$ cat config.mk
export PLATFORM = sky130hd
export DESIGN_NAME = ffea_cell
export DESIGN_NICKNAME = d
export VERILOG_FILES = /design/src/hdl/ffea_pkg.sv /design/src/hdl/ffea_cell.sv
export SDC_FILE = /design/constraint.sdc
export NUM_CORES = 1
export LEC_CHECK = 0
export ABC_AREA = 1
export BUFFER_PORTS_ARGS = -buffer_cell sky130_fd_sc_hd__buf_2
export CELL_PAD_IN_SITES_DETAIL_PLACEMENT = 0
export CELL_PAD_IN_SITES_GLOBAL_PLACEMENT = 1
export CORE_UTILIZATION = 35
export CTS_BUF_LIST = sky130_fd_sc_hd__clkbuf_16
export DETAILED_ROUTE_END_ITERATION = 8
export PLACE_DENSITY = 0.95
export SLEW_MARGIN = 20
export SYNTH_ARGS = -nofsm -noshare
export SYNTH_HDL_FRONTEND = slang
export SYNTH_SLANG_ARGS = --single-unit
$ cat constraint.sdc
create_clock -name clk_i -period 0.8 [get_ports clk_i]
set_input_delay 0.24 -clock clk_i [delete_from_list [all_inputs] [get_ports clk_i]]
set_output_delay 0.24 -clock clk_i [all_outputs]
set_load 0.02 [all_outputs]
$ cat src/hdl/ffea_pkg.sv
`timescale 1ns / 1ps

package ffea_pkg;

  // One free extent as held in a table cell
  typedef struct packed {
    logic [31:0] start;
    logic [31:0] bytes;
  } extent_t;

  // Request sequencer states
  typedef enum logic [2:0] {
    S_IDLE,
    S_DECODE,
    S_SEARCH,
    S_GRANT,
    S_INSERT,
    S_FINISH
  } state_e;

  // What the pass unit emits into the tail of the chain
  typedef enum logic [2:0] {
    M_SCAN,
    M_COPY,
    M_SKIP,
    M_PEND,
    M_INS,
    M_NEXTM
  } mode_e;

  // Result status codes
  localparam logic [1:0] ST_OK      = 2'd0;
  localparam logic [1:0] ST_DROP    = 2'd1;
  localparam logic [1:0] ST_EXHAUST = 2'd2;

  // Configuration register indexes
  localparam logic CFG_ARENA_BASE  = 1'b0;
  localparam logic CFG_ARENA_PAGES = 1'b1;

endpackage

$ cat src/hdl/ffea_cell.sv
`timescale 1ns / 1ps

module ffea_cell (
  input  logic              clk_i,
  input  logic              shift_i,
  input  ffea_pkg::extent_t d_i,
  output ffea_pkg::extent_t q_o
);

  ffea_pkg::extent_t ext_q;

  // Take the neighbor's extent on every shift
  always_ff @(posedge clk_i) begin
    if (shift_i) begin
      ext_q <= d_i;
    end
  end

  assign q_o = ext_q;

endmodule

[Yosys cells after proc, flatten, opt, wreduce, memory -nomap -nowiden]
Cells that the tools add are included.
Storage, ports and cells
  bits in registers: 64
  output and inout port bits: 64

[Logic depth before layout (Yosys ltp)]
  depth in word-level cells: 0
  gate-level depth with buffers: 0

[Least setup slack after synthesis]
OpenSTA, ideal clock, no wires.
  path kind: register -> output
  start point: register ext_q, in the netlist q_o[0]
  end point: output port q_o[0] (netlist name)
  cell stages (with the launch flop): 1
  path slack: 0.111 ns
  path buffers: 0
  arrival time: 0.449 ns
  required time: 0.560 ns
  cells stage by stage: edfxtp_1
RTL lines
  start, declared: line ffea_cell.sv:10  | ffea_pkg::extent_t ext_q;
  start signal, assigned: line ffea_cell.sv:15  | ext_q <= d_i;
  end, declared: line ffea_cell.sv:7  | output ffea_pkg::extent_t q_o
No word-level cell between the ends.

[Worst setup path after layout]
  start point: register ext_q, in the netlist q_o[52]
  end point: output port q_o[52] (netlist name)
No word-level cell between the ends.

==> metrics.md <==
| Metric | Value |
|---|---|
| Critical path class | `reg -> out` |
| RSZ-0062 raised after global routing | `yes` |
| Slowest-stage cell, CP | `edfxtp_1` |
| Crit-path max FO | `1` |
| EDFF count, synth | `64` |
| Critical path capture point type | `output pin` |
| Syn Area/Cell | `30.0 µm²` |
| Cell taking the most area after synthesis | `edfxtp_1` |
| Initial drt markers | `38` |
| Post-layout min period | `1.10 ns` |
| Crit path launch | `q_o[52]` |
| Initial antenna violation count | `0` |
| Layout cells sized above 1 | `67.0%` |
| CTS Buf Count | `9` |
| Area occupied by multi-input gates | `0 µm²` |
| Period utilization | `137%` |
| PortBufs | `129` |
| Sequential share of the synthesized area | `100%` |
| Largest net degree at the start of global routing | `34` |
| Clk pwr share | `38.2%` |
| #MultiIn Comb | `0` |
| FMAX | `913 MHz` |
| CTS max path bufs | `2` |
| Row cnt | `26` |
| Die Y | `76.1 µm` |
| Die X | `76.1 µm` |
| First-pass detailed-route iteration total | `4` |
| Crit-path cells | `buf_2` |
| PD cells | `2590 nW/µm²` |
| #FFs+latches synth | `64` |
| Post-route antenna net violation count | `0` |
| Routed via count | `1161` |
| Vias in the first global route | `1263` |
| H-tree Lvls | `3` |
| Commonest cells in the netlist | `64 x edfxtp_1` |
| Top cells by area, synth | `edfxtp_1 100%` |
| TritonCTS Sinks | `64` |
| Synth Instances | `64` |
| Pins over their slew limit | `0` |
| First-pass GRT wire length | `5.93 mm` |
| Drt total wl | `3.90 mm` |
| I/O pin cnt | `130` |
| Antenna cells | `0` |
| Crit path largest cell delay | `0.38 ns` |
| Max reg flops | `64` |
| # DRC | `0` |
| Post-CTS setup buffer count | `0` |
| DIE AREA | `5790 µm²` |
| Grt ovf | `0` |
| Wirelength per Cell | `14.0 µm` |
| Switching pwr | `1770 µW` |
| Worst hold path startpoint | `d_i[10]` |
| Crit path buffers/inverters | `1` |
| Most frequent cell after synthesis | `edfxtp_1` |
| Setup_tns | `-17.32 ns` |
| Sw frac | `21.5%` |
| Max_cap viols | `0` |
| Most used flip-flop cell after synthesis | `edfxtp_1` |
| # nets final | `272` |
| Seq pwr share | `49.7%` |
| Worst Path Required | `0.56 ns` |
| Routed vias/inst | `4.16` |
| Yosys top cell area share | `100%` |
| Fillers | `422` |
| VDD IR-drop max | `2.04 mV` |
| Worst-case setup slack after placement | `-0.117 ns` |
| Status | `finished with violations` |
| Worst slew pin tran | `0.169 ns` |
| Initial core utilization | `36.9%` |
| Gpl congestion | `0.701` |
| PnR worst setup slack | `-0.296 ns` |
| Hold WC Path Type | `in -> reg` |
| Final Hold Fails | `0` |
| Arr. time, crit path | `0.86 ns` |
| Gr usage total | `14.5%` |
| Finish-stage setup viols | `64` |
| Post-Syn Area | `1920 µm²` |
| Syn_nets | `130` |
| Internal power | `6460 µW` |
| Combinational share of power | `12.1%` |
| Crit path max-delay family | `flip-flops` |
| Flip-flop and latch area | `1920 µm²` |
| Core ar. | `5200 µm²` |
| Async SR Flop Fraction | `0%` |
| Failing checks | `setup timing` |
| Startpoint types | `register` |
| Yosys warning count | `0` |
| Synth cell types | `1` |
| CTS root buf | `clkbuf_16` |
| CTS clk-pin slew, worst paths | `0.05 ns` |
| Worst relative slew slack | `88.7%` |
| Area Growth Syn to Fin | `65.3%` |
| Hold WS | `0.0993 ns` |
| Pleak | `0.00136 µW` |
| CTS tree | `done` |
-- metal layers --
metal,vias up,global-route usage [%],routed length (µm)
li1,545,-,-
met1,522,13.8,1340
met2,82,23.6,1960
met3,12,9.10,482
met4,0,8.65,110
met5,-,0,0
-- per-stage QoR --
stage / std cells / utilization, % / instance area (µm²) / power (µW)
CTS: 279 / 58.1 / 3030 / 8210
detailed placement: 265 / 51.8 / 2700 / 4950
global placement: 265 / 51.8 / 2700 / 4920
global route: 279 / 61.0 / 3180 / 8550
floorplan: 64 / - / 1920 / 4480
finish: 279 / 61.0 / 3180 / 8230
-- logic make-up (layout without fill, tap and decap cells) --
| logic type | Yosys count | count (layout) | share of synthesized area, % |
|---|---|---|---|
| DFF | 64 | 64 | 100 |
| buffers and inverters | 0 | 145 | 0 |
-- final cells by class --
class	count	share of cell area, %
timing repair buffer	131	29.1
sequential	64	60.5
clock inverter	5	0.591
clock buffer	9	7.09
tap	70	2.76
-- repair_timing --
item / in CTS / in global routing
endpoints found under the setup margin: 64 / 64
hold buffers: 0 / 0
gates resized for setup: 28 / 48
-- power by group through the flow --
stage	clock network [µW]	registers [µW]	logic, µW
after global routing	3400	4110	1040
after CTS	3240	4070	898
after floorplan	0	4480	0
after detailed placement	0	4120	833
after global placement	0	4100	821
final	3150	4090	995
-- final timing paths --
path	to	slack [ns]	cells past startpoint
max	q_o[52]	-0.30	1
min	q_o[10]	0.1	1
-- placed cells by master (no fill, tap or decap) --
cell,n
buf_12,2
buf_2,91
buf_6,38
clkbuf_16,9
clkinv_1,3
edfxtp_1,64
inv_1,2
Note: power is estimated with default switching activity, not from simulation.
